[src/rtl/core/hfe_pkg.sv]
// Shared types, codes and defaults for the 2-D histogram fill engine.
package hfe_pkg;

   localparam int BIN_CAPACITY_DEF  = 65536;
   localparam int MAX_AXIS_BINS_DEF = 1024;
   localparam int ADDR_MAX_W        = 20;   // covers the largest allowed store
   localparam int CSR_INDEX_W       = 3;
   localparam int CSR_DATA_W        = 32;
   localparam int WORD_W            = 33;   // filled mark on top of a 32 bit sum
   localparam int QUEUE_DEPTH       = 2;

   localparam logic [1:0] CMD_FILL  = 2'd0;
   localparam logic [1:0] CMD_READ  = 2'd1;
   localparam logic [1:0] CMD_CLEAR = 2'd2;
   localparam logic [1:0] CMD_NOP   = 2'd3;

   localparam logic [1:0] ST_BINNED = 2'd0;
   localparam logic [1:0] ST_UNDER  = 2'd1;
   localparam logic [1:0] ST_OVER   = 2'd2;

   localparam logic [CSR_INDEX_W-1:0] REG_X_LOW   = 3'd0;
   localparam logic [CSR_INDEX_W-1:0] REG_X_HIGH  = 3'd1;
   localparam logic [CSR_INDEX_W-1:0] REG_Y_LOW   = 3'd2;
   localparam logic [CSR_INDEX_W-1:0] REG_Y_HIGH  = 3'd3;
   localparam logic [CSR_INDEX_W-1:0] REG_X_COUNT = 3'd4;
   localparam logic [CSR_INDEX_W-1:0] REG_Y_COUNT = 3'd5;
   localparam logic [CSR_INDEX_W-1:0] REG_X_SCALE = 3'd6;
   localparam logic [CSR_INDEX_W-1:0] REG_Y_SCALE = 3'd7;

   typedef struct packed {
      logic [1:0]         cmd;
      logic signed [15:0] x_coord;
      logic signed [15:0] y_coord;
      logic signed [23:0] weight;
      logic [15:0]        read_index;
   } req_type;

   typedef struct packed {
      logic [1:0]         fill_status;
      logic [15:0]        bin_index;
      logic signed [31:0] bin_value;
      logic               bin_filled;
      logic signed [39:0] underflow_total;
      logic signed [39:0] overflow_total;
      logic [31:0]        entry_total;
      logic signed [23:0] weight_min;
      logic signed [23:0] weight_max;
   } rsp_type;

   typedef struct packed {
      logic signed [15:0] x_low_edge;
      logic signed [15:0] x_high_edge;
      logic signed [15:0] y_low_edge;
      logic signed [15:0] y_high_edge;
      logic [10:0]        x_bin_count;
      logic [10:0]        y_bin_count;
      logic [31:0]        x_scale;
      logic [31:0]        y_scale;
   } cfg_type;

   typedef enum logic [2:0] {
      OPK_BIN, OPK_UNDER, OPK_OVER, OPK_READ, OPK_CLEAR, OPK_NOP
   } op_kind_type;

   typedef struct packed {
      op_kind_type            kind;
      logic                   addr_ok;
      logic [ADDR_MAX_W-1:0]  addr;
      logic [15:0]            index;
      logic signed [23:0]     weight;
   } op_type;

   typedef enum logic [1:0] {
      FE_IDLE, FE_SCALE, FE_INDEX, FE_PUSH
   } fe_state_type;

   typedef enum logic [2:0] {
      BE_INIT, BE_IDLE, BE_LOAD, BE_DONE, BE_CLEAR
   } be_state_type;

endpackage

[src/rtl/core/hfe_front.sv]
// Front end: accept a command, range-check the point and work out its bin.
module hfe_front #(
   parameter int BIN_CAPACITY  = hfe_pkg::BIN_CAPACITY_DEF,
   parameter int MAX_AXIS_BINS = hfe_pkg::MAX_AXIS_BINS_DEF
) (
   input  logic             clock,
   input  logic             reset,
   input  hfe_pkg::cfg_type cfg,
   input  logic             init_busy,
   input  logic             req_valid,
   output logic             req_stall,
   input  hfe_pkg::req_type req_payload,
   output logic             push_valid,
   input  logic             push_ready,
   output hfe_pkg::op_type  push_op
);

   localparam int AXW   = $clog2(MAX_AXIS_BINS);
   localparam int CNTW  = $clog2(MAX_AXIS_BINS + 1);
   localparam int MULW  = AXW + CNTW;
   localparam int SIZEW = 2 * CNTW;

   hfe_pkg::fe_state_type   state_ff, state_in;
   hfe_pkg::req_type        req_ff;
   hfe_pkg::op_kind_type    kind_ff, kind_in;
   logic [31:0]             xprod_ff, yprod_ff;
   logic [SIZEW-1:0]        size_ff;
   logic [AXW-1:0]          xb_ff;
   logic [MULW-1:0]         ymul_ff;
   logic                    read_ok_ff;

   logic [31:0]             xc32, yc32;
   logic [CNTW-1:0]         xc, yc;
   logic signed [16:0]      off_x, off_y;
   logic [47:0]             xprod_full, yprod_full;
   logic [AXW-1:0]          xb_in, yb_in;
   logic [31:0]             idx32;
   logic                    accept;

   // Bin counts: zero acts as one, anything above the axis limit is clipped.
   always_comb begin
      xc32 = (cfg.x_bin_count == 11'd0) ? 32'd1 :
             ((32'(cfg.x_bin_count) > 32'(MAX_AXIS_BINS)) ? 32'(MAX_AXIS_BINS) :
              32'(cfg.x_bin_count));
      yc32 = (cfg.y_bin_count == 11'd0) ? 32'd1 :
             ((32'(cfg.y_bin_count) > 32'(MAX_AXIS_BINS)) ? 32'(MAX_AXIS_BINS) :
              32'(cfg.y_bin_count));
      xc   = xc32[CNTW-1:0];
      yc   = yc32[CNTW-1:0];
   end

   assign off_x      = 17'(req_ff.x_coord) - 17'(cfg.x_low_edge);
   assign off_y      = 17'(req_ff.y_coord) - 17'(cfg.y_low_edge);
   assign xprod_full = 48'(off_x[15:0]) * 48'(cfg.x_scale);
   assign yprod_full = 48'(off_y[15:0]) * 48'(cfg.y_scale);

   always_comb begin
      unique case (req_ff.cmd)
         hfe_pkg::CMD_FILL: begin
            if (req_ff.x_coord < cfg.x_low_edge || req_ff.y_coord < cfg.y_low_edge) begin
               kind_in = hfe_pkg::OPK_UNDER;
            end else if (req_ff.x_coord > cfg.x_high_edge ||
                         req_ff.y_coord > cfg.y_high_edge) begin
               kind_in = hfe_pkg::OPK_OVER;
            end else begin
               kind_in = hfe_pkg::OPK_BIN;
            end
         end
         hfe_pkg::CMD_READ:  kind_in = hfe_pkg::OPK_READ;
         hfe_pkg::CMD_CLEAR: kind_in = hfe_pkg::OPK_CLEAR;
         hfe_pkg::CMD_NOP:   kind_in = hfe_pkg::OPK_NOP;
         default:            kind_in = hfe_pkg::OPK_NOP;
      endcase
   end

   // Clamp each axis into its last bin.
   assign xb_in = (xprod_ff >= 32'(xc)) ? AXW'(xc - CNTW'(1)) : xprod_ff[AXW-1:0];
   assign yb_in = (yprod_ff >= 32'(yc)) ? AXW'(yc - CNTW'(1)) : yprod_ff[AXW-1:0];
   assign idx32 = 32'(xb_ff) + 32'(ymul_ff);

   always_comb begin
      state_in = state_ff;
      unique case (state_ff)
         hfe_pkg::FE_IDLE:  if (accept) state_in = hfe_pkg::FE_SCALE;
         hfe_pkg::FE_SCALE: state_in = hfe_pkg::FE_INDEX;
         hfe_pkg::FE_INDEX: state_in = hfe_pkg::FE_PUSH;
         hfe_pkg::FE_PUSH:  if (push_ready) state_in = hfe_pkg::FE_IDLE;
         default:           state_in = hfe_pkg::FE_IDLE;
      endcase
   end

   always_comb begin
      req_stall          = (state_ff != hfe_pkg::FE_IDLE) || init_busy;
      push_valid         = (state_ff == hfe_pkg::FE_PUSH);
      push_op.kind       = kind_ff;
      push_op.weight     = req_ff.weight;
      push_op.addr_ok    = 1'b0;
      push_op.addr       = '0;
      push_op.index      = '0;
      unique case (kind_ff)
         hfe_pkg::OPK_READ: begin
            push_op.addr_ok = read_ok_ff;
            push_op.addr    = hfe_pkg::ADDR_MAX_W'(req_ff.read_index);
            push_op.index   = req_ff.read_index;
         end
         hfe_pkg::OPK_BIN: begin
            push_op.addr_ok = idx32 < 32'(BIN_CAPACITY);
            push_op.addr    = idx32[hfe_pkg::ADDR_MAX_W-1:0];
            push_op.index   = idx32[15:0];
         end
         default: begin
            push_op.addr_ok = 1'b0;
         end
      endcase
   end

   assign accept = req_valid && !req_stall;

   always_ff @(posedge clock) begin
      if (reset) begin
         state_ff <= hfe_pkg::FE_IDLE;
      end else begin
         state_ff <= state_in;
      end
      if (accept) begin
         req_ff <= req_payload;
      end
      if (state_ff == hfe_pkg::FE_SCALE) begin
         kind_ff  <= kind_in;
         xprod_ff <= xprod_full[47:16];
         yprod_ff <= yprod_full[47:16];
         size_ff  <= SIZEW'(xc) * SIZEW'(yc);
      end
      if (state_ff == hfe_pkg::FE_INDEX) begin
         xb_ff      <= xb_in;
         ymul_ff    <= MULW'(yb_in) * MULW'(xc);
         read_ok_ff <= (32'(req_ff.read_index) < 32'(size_ff)) &&
                       (32'(req_ff.read_index) < 32'(BIN_CAPACITY));
      end
   end

endmodule

[config.mk]
export PLATFORM = sky130hd
export DESIGN_NAME = hfe_front
export DESIGN_NICKNAME = d
export VERILOG_FILES = /design/src/rtl/core/hfe_pkg.sv /design/src/rtl/core/hfe_front.sv
export SDC_FILE = /design/constraint.sdc
export NUM_CORES = 2
export LEC_CHECK = 0
export CAP_MARGIN = 20
export CORE_MARGIN = 5
export CORE_UTILIZATION = 40
export CTS_CLUSTER_DIAMETER = 150
export DETAILED_ROUTE_END_ITERATION = 10
export DONT_BUFFER_PORTS = 1
export GPL_TIMING_DRIVEN = 0
export RECOVER_POWER = 100
export SYNTH_ARGS = -nofsm -noshare
export SYNTH_HDL_FRONTEND = slang
export SYNTH_SLANG_ARGS = --single-unit
[constraint.sdc]
create_clock -name clock -period 10.85 [get_ports clock]
set_clock_uncertainty 0.15 [all_clocks]
set_input_delay 0.5425 -clock clock [delete_from_list [all_inputs] [get_ports clock]]
set_output_delay 0.5425 -clock clock [all_outputs]
set_load 0.01 [all_outputs]
==> reports/metrics.cfg <==
[outcome]
status = finished with violations
failed_checks = max-capacitance violations, max-slew violations

[setup_path]
startpoint_type = flop
path_max_fanout = 10
critPathArrivalTime_ns = 10.65
slowest_delay_ns = 0.96
setup.worst_path.end_class = flop
crit_type = reg2reg
cp.required_ns = 11.00
slowest_stage = nor2_1
crit_family = adder cells
timing.critical_path.buf_inv = 7

[global_routing]
grt_pass1_wl_um = 239000
grt_start_max_net_pins = 66
grt_pass1_vias = 41800
grt_use_total_pct = 22.7
grt_overflow = 0
antenna_found_initial = 11

[clocking]
clockBufferDepth = 2
h-tree-depth = 4
cts_tree = built
cts-root-buf = clkbuf_16
insertion_delay_ns = 0.54
numCtsBuffers = 17
clock-sinks = 197
clkTransAtPathRegs_ns = 0.11

[detailed_routing]
via_per_inst = 5.31
vias = 40100
drt-total-wl_um = 152000
drt_iter0_markers = 3061
antenna_left = 0
first_pass_iters = 6
drcViolationCount = 0
wl_per_cell_um = 20.2

[sta]
worst_pin_slew_ns = 3.60
slew_headroom_pct = -140
fin_crit_sh_pct = 96.7
clock.fmax_ghz = 0.0953
final-max-slew-violation-count = 146
rsz0062_at_grt = false
hold_violations = 0
finalHoldWorstSlack_ns = 0.183
period_minus_slack_ns = 10.50
setup_viol = 0

[cells_and_area]
fillCellCount = 12700
finalInstanceArea_sq_um = 54900
fin_nets = 7546
syn_to_final_growth_pct = 6.72
drive_gt1_share_pct = 1.40
fin_util_pct = 43.0

[floorplanning]
die_h_um = 369
fp-row-count = 131
fp.dieArea_sq_um = 136000
die_x_um = 369
core_area_sq_um = 128000
ios = 295
start_util_pct = 40.3

[yosys]
synth_edf_count = 195
avgSynthCellArea_sq_um = 8.94
synth_cell_types = 77
async_flop_share_pct = 0
synth_nets = 7440
yosysSeqAreaShare_pct = 11.5
syn_area_sq_um = 51500
synth_top_cell_by_area = fa_1
ys.flop_type = edfxtp_1
synth_commonest_cells = inv_1 (1092), fa_1 (987), nand2_1 (873)
synth_top_area_share_pct = 38.4
synth.most_common_cell = inv_1
synth_top_family_by_area = adder cells
synth-simple-area-share_pct = 17.7
ys_warn_count = 0
synthAdderAreaFrac_pct = 49.8
synth-xor-area-share_pct = 2.35
synth_seq_cells = 197
ys_top_cells_by_area = fa_1 (38%), edfxtp_1 (11%), ha_1 (11%)
synth.area.mux_share_pct = 0.493
syn_inst = 5756
synth_compound_area_share_pct = 7.23

[placed_design]
placed_area_sq_um = 53700
portBuffers = 0
place_congestion = 0.905
hpwl_um = 127000

[job]
max_cap_viol_count = 4

[worst_hold_path]
min_path_type = in2reg

-- metrics by stage --
step | setup slack [ns] | cells | TNS [ns]
after detailed placement | -0.0236 | 7430 | -0.0377
after floorplan | 2.03 | 5756 | 0
after CTS | 0.131 | 7537 | 0
after global placement | 0.0116 | 7418 | 0
after global routing | 0.000379 | 7539 | 0
final | 0.355 | 7545 | 0
-- worst reg2reg max path, delay by kind of cell, from the launching register on --
| family | cells | cell delay (ns) |
|---|---|---|
| AO/OA/AOI/OAI | 10 | 3.15 |
| XOR/XNOR | 1 | 0.33 |
| adder cells (fa/ha/maj) | 8 | 3.57 |
| buffers and inverters | 7 | 0.99 |
| flip-flops | 1 | 0.54 |
| AND/OR/NAND/NOR | 6 | 1.53 |
-- layer usage --
layer  up-vias  wire (um)  share of wire (%)  GRT usage, %
met5         -         30              0.020             0
met4         4       4600                3.0          6.52
met3       250      12700                8.3          4.25
met2      1602      71900                 47          37.8
met1     20100      63200                 41          30.3
li1      18100          -                  -             -
-- cell type report --
class	count	area, sq um	share of cell area (%)
tap	1662	2080	3.79
multi-input combinational	4098	40000	72.8
inverter	1096	4110	7.49
clock buffer	17	425	0.774
antenna	8	20.0	0.0364
buffer	365	1390	2.52
clock inverter	15	236	0.430
sequential	197	5900	10.7
timing repair buffer	87	812	1.48
-- worst paths after layout --
kind | start | endpoint | slack (ns) | cells after the start
setup / recovery | req_ff[40]$_DFFE_PP_ | yprod_ff[31]$_DFFE_PN_ | 0.35 | 32
hold / removal | push_ready | state_ff[0]$_SDFFE_PP0P_ | 0.18 | 4
setup reg to reg | req_ff[40]$_DFFE_PP_ | yprod_ff[31]$_DFFE_PN_ | 0.35 | 32
hold reg to reg | state_ff[0]$_SDFFE_PP0P_ | state_ff[0]$_SDFFE_PP0P_ | 0.40 | 2
-- timing repair --
item	CTS	global route
gates cloned	0	0
buffers inserted	0	0
setup endpoints to repair	2	10
endpoints found under the hold margin	76	0
hold buffers	75	0
gates resized for setup	1	10
-- cell families (layout without fill, tap and decap cells) --
logic type,count (synthesis),count (layout)
xor gates and xnor gates,138,138
DFF,197,197
buffers and inverters,1461,1580
AOI/OAI and AO/OA,536,536
and+or+nand+nor,1945,1945
muxes,24,24
adders and majority gates,1455,1455
other,0,8
-- layout by cell type, fill, tap and decap left out, types with 7 or more instances in the layout --
cell,count
a211oi_1,30
a21boi_0,8
a21o_1,77
a21oi_1,133
a311oi_1,46
a31oi_1,12
and2_1,278
and3_1,19
buf_1,11
buf_2,7
clkbuf_1,353
clkbuf_16,17
diode_2,8
dlygate4sd3_1,75
edfxtp_1,195
fa_1,987
ha_1,468
inv_1,1092
mux2_1,7
mux2i_1,13
nand2_1,873
nand2b_1,83
nand3_1,191
nand4_1,28
nor2_1,247
nor2b_1,89
nor3_1,35
nor3b_1,20
nor4_1,46
o2111ai_1,8
o211ai_1,33
o21a_1,24
o21ai_0,63
o21bai_1,16
o311ai_0,11
or2_2,10
xnor2_1,94
xor2_1,43
-- sequential cells by signal (all words and copies together), names as in the netlist --
signal,count
yprod_ff,32
kind_ff,3
xb_ff,10
read_ok_ff,1
push_op,24
size_ff,22
req_ff,50
state_ff,2
ymul_ff,21
xprod_ff,32
Power is left out: the tool's default activity adds up to more than one toggle a clock period on the data nets, which glitch-free logic cannot reach.
