==> src/rtl/core/hfe_pkg.sv <==
// Shared types, codes and defaults for the 2-D histogram fill engine.
package hfe_pkg;

   localparam int BIN_CAPACITY_DEF  = 65536;
   localparam int MAX_AXIS_BINS_DEF = 1024;
   localparam int ADDR_MAX_W        = 20;   // covers the largest allowed store
   localparam int CSR_INDEX_W       = 3;
   localparam int CSR_DATA_W        = 32;
   localparam int WORD_W            = 33;   // filled mark on top of a 32 bit sum
   localparam int QUEUE_DEPTH       = 2;

   localparam logic [1:0] CMD_FILL  = 2'd0;
   localparam logic [1:0] CMD_READ  = 2'd1;
   localparam logic [1:0] CMD_CLEAR = 2'd2;
   localparam logic [1:0] CMD_NOP   = 2'd3;

   localparam logic [1:0] ST_BINNED = 2'd0;
   localparam logic [1:0] ST_UNDER  = 2'd1;
   localparam logic [1:0] ST_OVER   = 2'd2;

   localparam logic [CSR_INDEX_W-1:0] REG_X_LOW   = 3'd0;
   localparam logic [CSR_INDEX_W-1:0] REG_X_HIGH  = 3'd1;
   localparam logic [CSR_INDEX_W-1:0] REG_Y_LOW   = 3'd2;
   localparam logic [CSR_INDEX_W-1:0] REG_Y_HIGH  = 3'd3;
   localparam logic [CSR_INDEX_W-1:0] REG_X_COUNT = 3'd4;
   localparam logic [CSR_INDEX_W-1:0] REG_Y_COUNT = 3'd5;
   localparam logic [CSR_INDEX_W-1:0] REG_X_SCALE = 3'd6;
   localparam logic [CSR_INDEX_W-1:0] REG_Y_SCALE = 3'd7;

   typedef struct packed {
      logic [1:0]         cmd;
      logic signed [15:0] x_coord;
      logic signed [15:0] y_coord;
      logic signed [23:0] weight;
      logic [15:0]        read_index;
   } req_type;

   typedef struct packed {
      logic [1:0]         fill_status;
      logic [15:0]        bin_index;
      logic signed [31:0] bin_value;
      logic               bin_filled;
      logic signed [39:0] underflow_total;
      logic signed [39:0] overflow_total;
      logic [31:0]        entry_total;
      logic signed [23:0] weight_min;
      logic signed [23:0] weight_max;
   } rsp_type;

   typedef struct packed {
      logic signed [15:0] x_low_edge;
      logic signed [15:0] x_high_edge;
      logic signed [15:0] y_low_edge;
      logic signed [15:0] y_high_edge;
      logic [10:0]        x_bin_count;
      logic [10:0]        y_bin_count;
      logic [31:0]        x_scale;
      logic [31:0]        y_scale;
   } cfg_type;

   typedef enum logic [2:0] {
      OPK_BIN, OPK_UNDER, OPK_OVER, OPK_READ, OPK_CLEAR, OPK_NOP
   } op_kind_type;

   typedef struct packed {
      op_kind_type            kind;
      logic                   addr_ok;
      logic [ADDR_MAX_W-1:0]  addr;
      logic [15:0]            index;
      logic signed [23:0]     weight;
   } op_type;

   typedef enum logic [1:0] {
      FE_IDLE, FE_SCALE, FE_INDEX, FE_PUSH
   } fe_state_type;

   typedef enum logic [2:0] {
      BE_INIT, BE_IDLE, BE_LOAD, BE_DONE, BE_CLEAR
   } be_state_type;

endpackage

==> src/rtl/core/hfe_queue.sv <==
// Short queue of classified operations between front and back end.
module hfe_queue (
   input  logic            clock,
   input  logic            reset,
   input  logic            push_valid,
   output logic            push_ready,
   input  hfe_pkg::op_type push_op,
   output logic            pop_valid,
   input  logic            pop_ready,
   output hfe_pkg::op_type pop_op
);

   localparam int PW = $clog2(hfe_pkg::QUEUE_DEPTH);
   localparam int CW = $clog2(hfe_pkg::QUEUE_DEPTH + 1);

   hfe_pkg::op_type entry_ff [hfe_pkg::QUEUE_DEPTH];
   logic [PW-1:0]   head_ff, head_in, tail_ff, tail_in;
   logic [CW-1:0]   count_ff, count_in;
   logic            do_push, do_pop;

   assign push_ready = count_ff != CW'(hfe_pkg::QUEUE_DEPTH);
   assign pop_valid  = count_ff != '0;
   assign pop_op     = entry_ff[head_ff];
   assign do_push    = push_valid && push_ready;
   assign do_pop     = pop_valid && pop_ready;

   always_comb begin
      head_in  = head_ff;
      tail_in  = tail_ff;
      count_in = count_ff;
      if (do_push) begin
         tail_in = (tail_ff == PW'(hfe_pkg::QUEUE_DEPTH - 1)) ? '0 : tail_ff + PW'(1);
      end
      if (do_pop) begin
         head_in = (head_ff == PW'(hfe_pkg::QUEUE_DEPTH - 1)) ? '0 : head_ff + PW'(1);
      end
      case ({do_push, do_pop})
         2'b10:   count_in = count_ff + CW'(1);
         2'b01:   count_in = count_ff - CW'(1);
         default: count_in = count_ff;
      endcase
   end

   always_ff @(posedge clock) begin
      if (reset) begin
         head_ff  <= '0;
         tail_ff  <= '0;
         count_ff <= '0;
      end else begin
         head_ff  <= head_in;
         tail_ff  <= tail_in;
         count_ff <= count_in;
      end
      if (do_push) begin
         entry_ff[tail_ff] <= push_op;
      end
   end

endmodule

==> config.mk <==
export PLATFORM = sky130hd
export DESIGN_NAME = hfe_queue
export DESIGN_NICKNAME = d
export VERILOG_FILES = /design/src/rtl/core/hfe_pkg.sv /design/src/rtl/core/hfe_queue.sv
export SDC_FILE = /design/constraint.sdc
export NUM_CORES = 1
export LEC_CHECK = 0
export CAP_MARGIN = 20
export CORE_UTILIZATION = 50
export DETAILED_ROUTE_END_ITERATION = 6
export DONT_BUFFER_PORTS = 1
export GPL_ROUTABILITY_DRIVEN = 0
export PLACE_DENSITY = 0.65
export SETUP_SLACK_MARGIN = 0.05
export SYNTH_ARGS = -nofsm -noshare
export SYNTH_HDL_FRONTEND = slang
export SYNTH_SLANG_ARGS = --single-unit
==> constraint.sdc <==
create_clock -name clock -period 6 [get_ports clock]
set_clock_uncertainty 0.2 [all_clocks]
set_input_delay 1.2 -clock clock [delete_from_list [all_inputs] [get_ports clock]]
set_output_delay 1.2 -clock clock [all_outputs]
set_load 0.005 [all_outputs]
==> reports/qor.yml, run 1 <==
outcome: "finished, final reports clean"
slew_headroom: 0.545
viasPerCell: 5.30
diodes: 0
grt.total_usage: 0.155
setup_tns_ps: 0
hold_buffers: 0
synth_xor_area_frac: 0.00545
drtIter0Drc: 80
cts_sinks: 133
synth_seq_area_share: 0.818
grt_pass1_vias: 2208
timing.fmax_mhz: 283
fp.dieH_um: 100
hold_viol_final: 0
clockBufferDepth: 2
worstSetupPathType: "flop to output pin"
netlist_top_cells_area: "edfxtp_1 80%, mux2_2 15%, dfxtp_1 2.1%, buf_2 0.73%, xnor2_1 0.36%"
synth_top_area_frac: 0.797
cts_resized: 0
syn_nets: 292
drc: 0
ys_ff_latch: 133
overflow: 0
fillers: 708
avgSynthCellArea_sq_um: 21.6
detailedPlace.worstSlack_ps: 2930
synth_fa_ha_area_frac: 0.00259
dieArea_sq_um: 10000
endpoint_kind: "output pin"
maxCapViolCount: 0
wl_um: 7510
fp.dieW_um: 100
finalCriticalPeriod_ps: 3540
hpwlAfterDp_um: 4490
synth_simple_gate_area_frac: 0.00986
peakVddDrop_mv: 0.250
totalPowerFinal_mw: 2.57
layout_common_cells: "128 x edfxtp_1, 64 x mux2_2, 16 x clkbuf_16"
p_per_area_nw_per_um2: 466
hold_depth: 2
numCtsBuffers: 17
r2r_start: "count_ff[0]"
critPathMaxFanout: 47
hp-class: "flop to flop"
setup_viol: 0
post_cts_buffers: 0
fin_hold_ws_ps: 325
drive_gt1_frac: 0.406
worst_setup_path_start_kind: "flop"
r2r-end: "entry_ff[1][28]"
rrSetupSlack_ps: 3530
clk_pin_slew_ps: 60
muxShareOfSynthArea: 0.149
crit_arrival_ps: 2140
cts.htree.levels: 4
root_buffer: "clkbuf_8"
antenna_found_initial: 0
syn_inst: 223
syn_to_final_growth_pct: 14.4
period_share: 0.589
synth_cell_types: 19
grt_pass1_wl_um: 11400
place_area_sq_um: 4970
io_pins: 134
final_area_sq_um: 5520
floorplan.rows: 35
fin_ws_ps: 2460
synth_compound_area_frac: 0.00675
ys_warn_count: 0
nets: 307
min_to: "count_ff[1]"
wire_per_inst_um: 19.8
rsz0062_at_grt: "no"
required_ps: 4600
grt_max_degree: 48
mostFrequentLayoutCell: "edfxtp_1"
r2r_cells: 3
syn_area_sq_um: 4820
worstMarginPinSlew_ps: 682
initial_utilization: 0.519
p_leak_nw: 1.80
drtAntennaViolNets: 0
vias: 2014
synth_area_leader_cell: "edfxtp_1"
hold_start: "count_ff[1]"
firstDrtPassIters: 4
core_sq_um: 9280
portBuffers: 0
maxSlewViolCount: 0
synth_top_family_by_area: "multiplexers"
insertion_delay_ps: 490
cts_tree: "yes"
## layer usage
metal,GRT usage,part of all wire,up-vias
li1,-,-,912
met1,0.187,0.41,995
met2,0.232,0.47,100
met3,0.0857,0.11,7
met4,0.0647,0.012,0
met5,0,0,-
## cells in the mapped netlist
library cell	number
nand3b_1	1
buf_2	7
edfxtp_1	128
or3_1	1
nand2b_1	1
nand2_1	1
o21a_1	1
mux2_2	64
dfxtp_1	5
a21bo_2	1
a21oi_1	2
ha_1	1
nor2_1	3
o21ai_0	1
xnor2_1	2
inv_1	1
xor2_1	1
or2_2	1
and3_1	1
## worst max path at each step
stage          startpoint               to
2_1_floorplan  push_valid   entry_ff[1][0]
3_3_place_gp   push_valid  entry_ff[1][39]
3_5_place_dp         flop       pop_op[60]
4_1_cts              flop       pop_op[32]
5_1_grt              flop       pop_op[32]
6_report             flop       pop_op[10]
## flip-flops by register name, summed over array words and instances, names as in the netlist, named ones only
register and count:
count_ff 2, head_ff 1, entry_ff 128, tail_ff 1
## critical path, cell delays in order, from the launching register on
cell     delay [ps]
dfxtp_2         590
buf_4           610
mux2_2          430
## kinds of logic (layout without fill, tap and decap cells)
family	count (synthesis)	after routing
mux	64	64
flops	133	133
simple gates	9	9
xor+xnor	3	3
fa+ha+maj	1	1
compound gates	5	5
buf+inv	8	36
## power breakdown
group	switching, mW	total, mW	internal (mW)	leakage [nW]
sequential	0.0500	1.22	1.17	1.24
combinational	0.225	0.416	0.191	0.303
clock	0.377	0.931	0.554	0.256
## metrics by stage
step                       util  cells
after floorplan               -    223
final                     0.594    380
after global placement    0.536    348
after detailed placement  0.536    348
after CTS                 0.594    380
after global routing      0.594    380
## final cells by class
type / instances / area [sq um] / area share
timing repair buffer: 3 / 22.5 / 0.00408
sequential: 133 / 3950 / 0.715
clock buffer: 19 / 422 / 0.0764
inverter: 1 / 3.75 / 0.000680
tap: 129 / 161 / 0.0293
clock inverter: 13 / 123 / 0.0222
multi-input combinational: 82 / 841 / 0.152
(Power assumes the default switching activity.)
==> run 2, diff against run 1 <==
- clock period: 6 -> 3.3 ns (I/O delays scaled with it)
==> run 2 against run 1 <==
Effect of this change:
- clock power is 93% higher
- combinational power is 88% higher
- utilization is 1.1 points higher
- die area stayed put
- critical path type unchanged
- final cell count is 0.26% higher
==> reports/qor.yml, run 2 (synthesis gave the netlist of run 1 again) <==
outcome: "finished, final reports clean"
portBuffers: 0  # unchanged
hp-class: "input pin to flop"
wl_um: 7330  # -2.5%
r2r_start: "count_ff[0]"
drtAntennaViolNets: 0  # unchanged
r2r_cells: 3  # unchanged
dp.cells: 349  # +0.29%
min_to: "entry_ff[1][57]"
worstSetupPathType: "flop to output pin"
r2r-end: "entry_ff[1][50]"
top_regs: "entry_ff x128, count_ff x2"
fin_cells: 381  # +0.26%
hpwlAfterDp_um: 4580  # +2.1%
insertion_delay_ps: 500  # about the same
fin_ws_ps: 530  # -1930 ps
mostFrequentLayoutCell: "edfxtp_1"
cts_sinks: 133  # unchanged
nets: 310  # +0.98%
worst_setup_path_start_kind: "flop"
firstDrtPassIters: 4  # unchanged
dieArea_sq_um: 10000  # unchanged
timing.fmax_mhz: 361
antenna_found_initial: 0  # unchanged
regMostFlops: "entry_ff"
root_buffer: "clkbuf_8"
maxCapViolCount: 0  # unchanged
fp.dieH_um: 100  # unchanged
numCtsBuffers: 17  # unchanged
grt_pass1_wl_um: 11000  # -3.9%
largest_reg_flops: 128  # unchanged
grt_pass1_vias: 2110  # -4.4%
clockBufferDepth: 2  # unchanged
hold_viol_final: 0  # unchanged
drive_gt1_frac: 0.405  # -0.00161
io_pins: 134  # unchanged
post_cts_buffers: 0  # unchanged
vias: 2001  # -0.65%
endpoint_kind: "output pin"
cts_resized: 0  # unchanged
diodes: 0  # unchanged
crit_arrival_ps: 1910  # -230 ps
viasPerCell: 5.25  # -0.91%
clk_pin_slew_ps: 60  # about the same
detailedPlace.worstSlack_ps: 1010  # -1920 ps
period_share: 0.839
drc: 0  # unchanged
drtIter0Drc: 80  # unchanged
rrSetupSlack_ps: 1090  # -2440 ps
grt.total_usage: 0.154  # -0.00101
p_leak_nw: 1.84  # +2.5%
fp.dieW_um: 100  # unchanged
grt_max_degree: 44  # -8.3%
critPathMaxFanout: 43  # -8.5%
setup_viol: 0  # unchanged
slew_headroom: 0.546  # about the same
worstMarginPinSlew_ps: 682  # -0.613 ps
peakVddDrop_mv: 0.511  # +100%
core_sq_um: 9280  # unchanged
required_ps: 2440  # -2160 ps
totalPowerFinal_mw: 4.81  # +87%
initial_utilization: 0.519  # unchanged
wire_per_inst_um: 19.2  # -2.8%
p_per_area_nw_per_um2: 857  # +84%
overflow: 0  # unchanged
rsz0062_at_grt: "no"
cts.htree.levels: 4  # unchanged
hold_depth: 0  # -2
cts_tree: "yes"
syn_to_final_growth_pct: 16.5
layout_common_cells: "128 x edfxtp_1, 64 x mux2_2, 16 x clkbuf_16"
hold_start: "push_op[57]"
finalCriticalPeriod_ps: 2770
fin_hold_ws_ps: 48.8  # -277 ps
floorplan.rows: 35  # unchanged
setup_tns_ps: 0  # unchanged
maxSlewViolCount: 0  # unchanged
==> run 2: cell count changes in the layout (fill, tap and decap cells not counted), sizes merged <==
cell         previous run  this run
buf                     3         4
clkinvlp                4         2
dlygate4sd3             0         2
clkbuf                 19        18
inv                     6         1
bufinv                  1         3
clkinv                  3         7
==> run 2: final cells by class <==
cell class	count	area (sq um)
Clock buffer	18	418
Inverter	1	3.75
Clock inverter	12	159
Timing Repair Buffer	6	87.6
Multi-Input combinational cell	82	841
Tap cell	129	161
Sequential cell	133	3950
Fill cell	699	3670
==> run 2: per-stage QoR <==
step | instance area, sq um | util
floorplan | 4820 | -
global placement | 5020 | 0.541
detailed placement | 5020 | 0.541
CTS | 5610 | 0.604
global route | 5620 | 0.605
finish | 5620 | 0.605
==> run 2: power by group <==
part	internal (mW)	switching, mW
sequential	2.13	0.0978
clock	1.14	0.656
combinational	0.376	0.405
total	3.65	1.16
==> run 2: repair_timing <==
item	4_1_cts	5_1_grt
hold endpoints to repair	4	1
hold buffers	1	1
endpoints found under the setup margin	0	0
==> run 2: worst max-delay path by stage <==
stage | endpoint | slack, ps | cells past startpoint
final | pop_op[38] | 530 | 2
after global routing | pop_op[60] | 380 | 2
after detailed placement | pop_op[40] | 1010 | 2
after floorplan | entry_ff[1][0] | 460 | 1
after global placement | pop_op[40] | 990 | 2
after CTS | pop_op[40] | 450 | 2
==> run 2: metal layers <==
| layer | GRT usage | up-vias | part of all wire |
|---|---|---|---|
| li1 | - | 915 | - |
| met1 | 0.163 | 965 | 0.38 |
| met2 | 0.235 | 110 | 0.47 |
| met3 | 0.110 | 11 | 0.13 |
| met4 | 0.0691 | 0 | 0.015 |
| met5 | 0 | - | 0 |
==> run 2: worst max-delay path: stages (launching register included) <==
cell	delay, ps
dfxtp_2	660
buf_12	310
mux2_2	400
==> run 3, diff against run 2 <==
- ABC_AREA: unset -> 1
- clock period: 3.3 -> 2.9 ns (I/O delays scaled with it)
==> run 3 against run 2 <==
Effect of this change:
- final cell count rose by 22%
- clock power rose by 17%
- hold slack got worse by 6.6 ps
- cell area rose by 16%
- count of clock-buffer cells in the layout did not move
- register-to-register slack got worse by 240 ps
- combinational power rose by 3.8%
- sequential share of layout area fell by 9.8 points
- power rose by 11%
- utilization rose by 5.4 points
- wire length rose by 9.4%
- critical endpoint is now pop_op[19]
==> reports/qor.yml, run 3 <==
hp-class: "input pin to flop"
hold_viol_final: 0  # unchanged
power_switching_mw: 1.24  # +7.0%
worstMarginPinSlew_ps: 390  # -292 ps
viasPerCell: 5.03  # -4.1%
clockBufferDepth: 2  # unchanged
hold_buffers: 64  # +63
drtAntennaViolNets: 0  # unchanged
worstSetupPathType: "flop to output pin"
initial_utilization: 0.521  # +0.00155
drc: 0  # unchanged
endpoint_kind: "output pin"
netlist_top_cells_area: "edfxtp_1 74%, mux2_4 17%, buf_12 2.3%, dfxtp_1 1.9%, mux2_2 0.87%"
cp_top_family: "flip-flops"
layout_common_cells: "128 x edfxtp_1, 64 x dlygate4sd3_1, 60 x mux2_4"
grt_pass1_vias: 2480  # +18%
synth_seq_area_share: 0.764  # -0.0539
maxCapViolCount: 0  # unchanged
overflow: 0  # unchanged
p_per_area_nw_per_um2: 819  # -4.5%
insertion_delay_ps: 500  # about the same
p_leak_nw: 2.35  # +28%
crit_arrival_ps: 1740  # -170 ps
drtIter0Drc: 91  # +14%
power.share.clock: 0.392  # +0.018
wl_um: 8010  # +9.4%
required_ps: 2120  # -320 ps
synthFlopType: "edfxtp_1"
largest_reg_flops: 128  # unchanged
cts_resized: 0  # unchanged
finalCriticalPeriod_ps: 2520
intPower_mw: 4.10  # +12%
fillers: 686  # -1.9%
synth_area_leader_cell: "edfxtp_1"
clk_pin_slew_ps: 60  # about the same
fp.dieH_um: 104  # +3.4%
syn_inst: 237  # +6.3%
setup_viol: 0  # unchanged
critPathMaxFanout: 18  # -58%
portBuffers: 0  # unchanged
period_share: 0.870
grt_max_degree: 54  # +23%
hpwlAfterDp_um: 4770  # +4.1%
cts_sinks: 133  # unchanged
cts_tree: "yes"
swShare: 0.232  # -0.00876
fin_ws_ps: 376  # -153 ps
grt_pass1_wl_um: 12600  # +15%
syn_to_final_growth_pct: 26.4
nets: 387  # +25%
ys_ff_latch: 133  # unchanged
slowest_stage: "dfxtp_4"
yosysMostFrequentCell: "edfxtp_1"
wire_per_inst_um: 17.2  # -10%
io_pins: 134  # unchanged
setup_tns_ps: 0  # unchanged
grt.total_usage: 0.160  # +0.00608
slowest_delay_ps: 560  # -100 ps
maxSlewViolCount: 0  # unchanged
avgSynthCellArea_sq_um: 21.8  # +0.73%
syn_nets: 306  # +4.8%
fp.dieW_um: 104  # +3.4%
firstDrtPassIters: 4  # unchanged
syn_area_sq_um: 5160  # +7.1%
peakVddDrop_mv: 0.446  # -13%
drive_gt1_frac: 0.308  # -0.0966
rsz0062_at_grt: "no"
root_buffer: "clkbuf_8"
timing.fmax_mhz: 396
outcome: "finished, final reports clean"
path_cells: "buf_4 -> mux2_4"
synth_top_area_frac: 0.745  # -0.0525
crit_buf_inv: 1  # unchanged
top_regs: "entry_ff x128, count_ff x2"
synth_edf_count: 128  # unchanged
core_sq_um: 9910  # +6.7%
vias: 2341  # +17%
power.share.combinational: 0.152  # -0.010
worst_setup_path_start_kind: "flop"
detailedPlace.worstSlack_ps: 863  # -143 ps
synth_cell_types: 13  # -6
ys_warn_count: 0  # unchanged
floorplan.rows: 36  # +2.9%
regMostFlops: "entry_ff"
seqPwrFrac: 0.456  # -0.008
numCtsBuffers: 17  # unchanged
dieArea_sq_um: 10700  # +6.9%
post_cts_buffers: 0  # unchanged
antenna_found_initial: 1  # +1
cts.htree.levels: 4  # unchanged
slew_headroom: 0.739  # +0.194
synth-async-reset-ratio: 0  # unchanged
mostFrequentLayoutCell: "edfxtp_1"
synth_commonest_cells: "128 x edfxtp_1, 60 x mux2_4, 10 x nor2_1"
run 3: final cells by class:
class | instances | area [sq um] | share of cell area
antenna | 1 | 2.50 | 0.000384
clock buffer | 18 | 418 | 0.0640
clock inverter | 14 | 173 | 0.0265
inverter | 8 | 30.0 | 0.00460
multi-input combinational | 89 | 1070 | 0.164
sequential | 133 | 3950 | 0.605
tap | 133 | 166 | 0.0255
timing repair buffer | 69 | 716 | 0.110
run 3: cell families (layout without fill, tap and decap cells):
logic type / Yosys count / after routing / synth area share
DFF: 133 / 133 / 0.764
muxes: 64 / 64 / 0.183
and+or+nand+nor: 19 / 19 / 0.0143
buffers and inverters: 15 / 109 / 0.0313
AOI/OAI and AO/OA: 5 / 5 / 0.00485
adders and majority gates: 1 / 1 / 0.00242
other: 0 / 1 / 0
run 3: path summary, 6_finish.rpt:
| kind | slack (ps) | from | cells after the start | end |
|---|---|---|---|---|
| max | 380 | flop | 2 | pop_op[19] |
| min | 40 | push_valid | 2 | tail_ff |
| max reg2reg | 850 | count_ff[0] | 5 | entry_ff[1][45] |
| min reg2reg | 310 | head_ff | 2 | head_ff |
run 3: per-stage QoR:
stage / instance area (sq um) / utilization / instances / hold slack [ps] / power, mW
global placement: 5290 / 0.534 / 368 / 281 / 3.21
finish: 6530 / 0.658 / 465 / 42.2 / 5.34
CTS: 6520 / 0.658 / 464 / 17.7 / 5.40
global route: 6530 / 0.658 / 465 / 12.2 / 5.56
detailed placement: 5290 / 0.534 / 368 / 294 / 3.22
floorplan: 5170 / - / 237 / 265 / 3.13
run 3: metal layers:
metal,up-vias,GRT usage,part of all wire
li1,1083,-,-
met1,1167,0.174,0.39
met2,82,0.269,0.53
met3,9,0.0749,0.071
met4,0,0.0683,0.0095
met5,-,0,0
run 3: power groups by stage:
stage                     combinational (mW)  clock, mW  sequential, mW
after floorplan                        0.693          0            2.44
after global placement                 0.737          0            2.47
after detailed placement               0.743          0            2.48
after CTS                              0.826       2.14            2.44
after global routing                   0.875       2.22            2.46
final                                  0.811       2.10            2.43
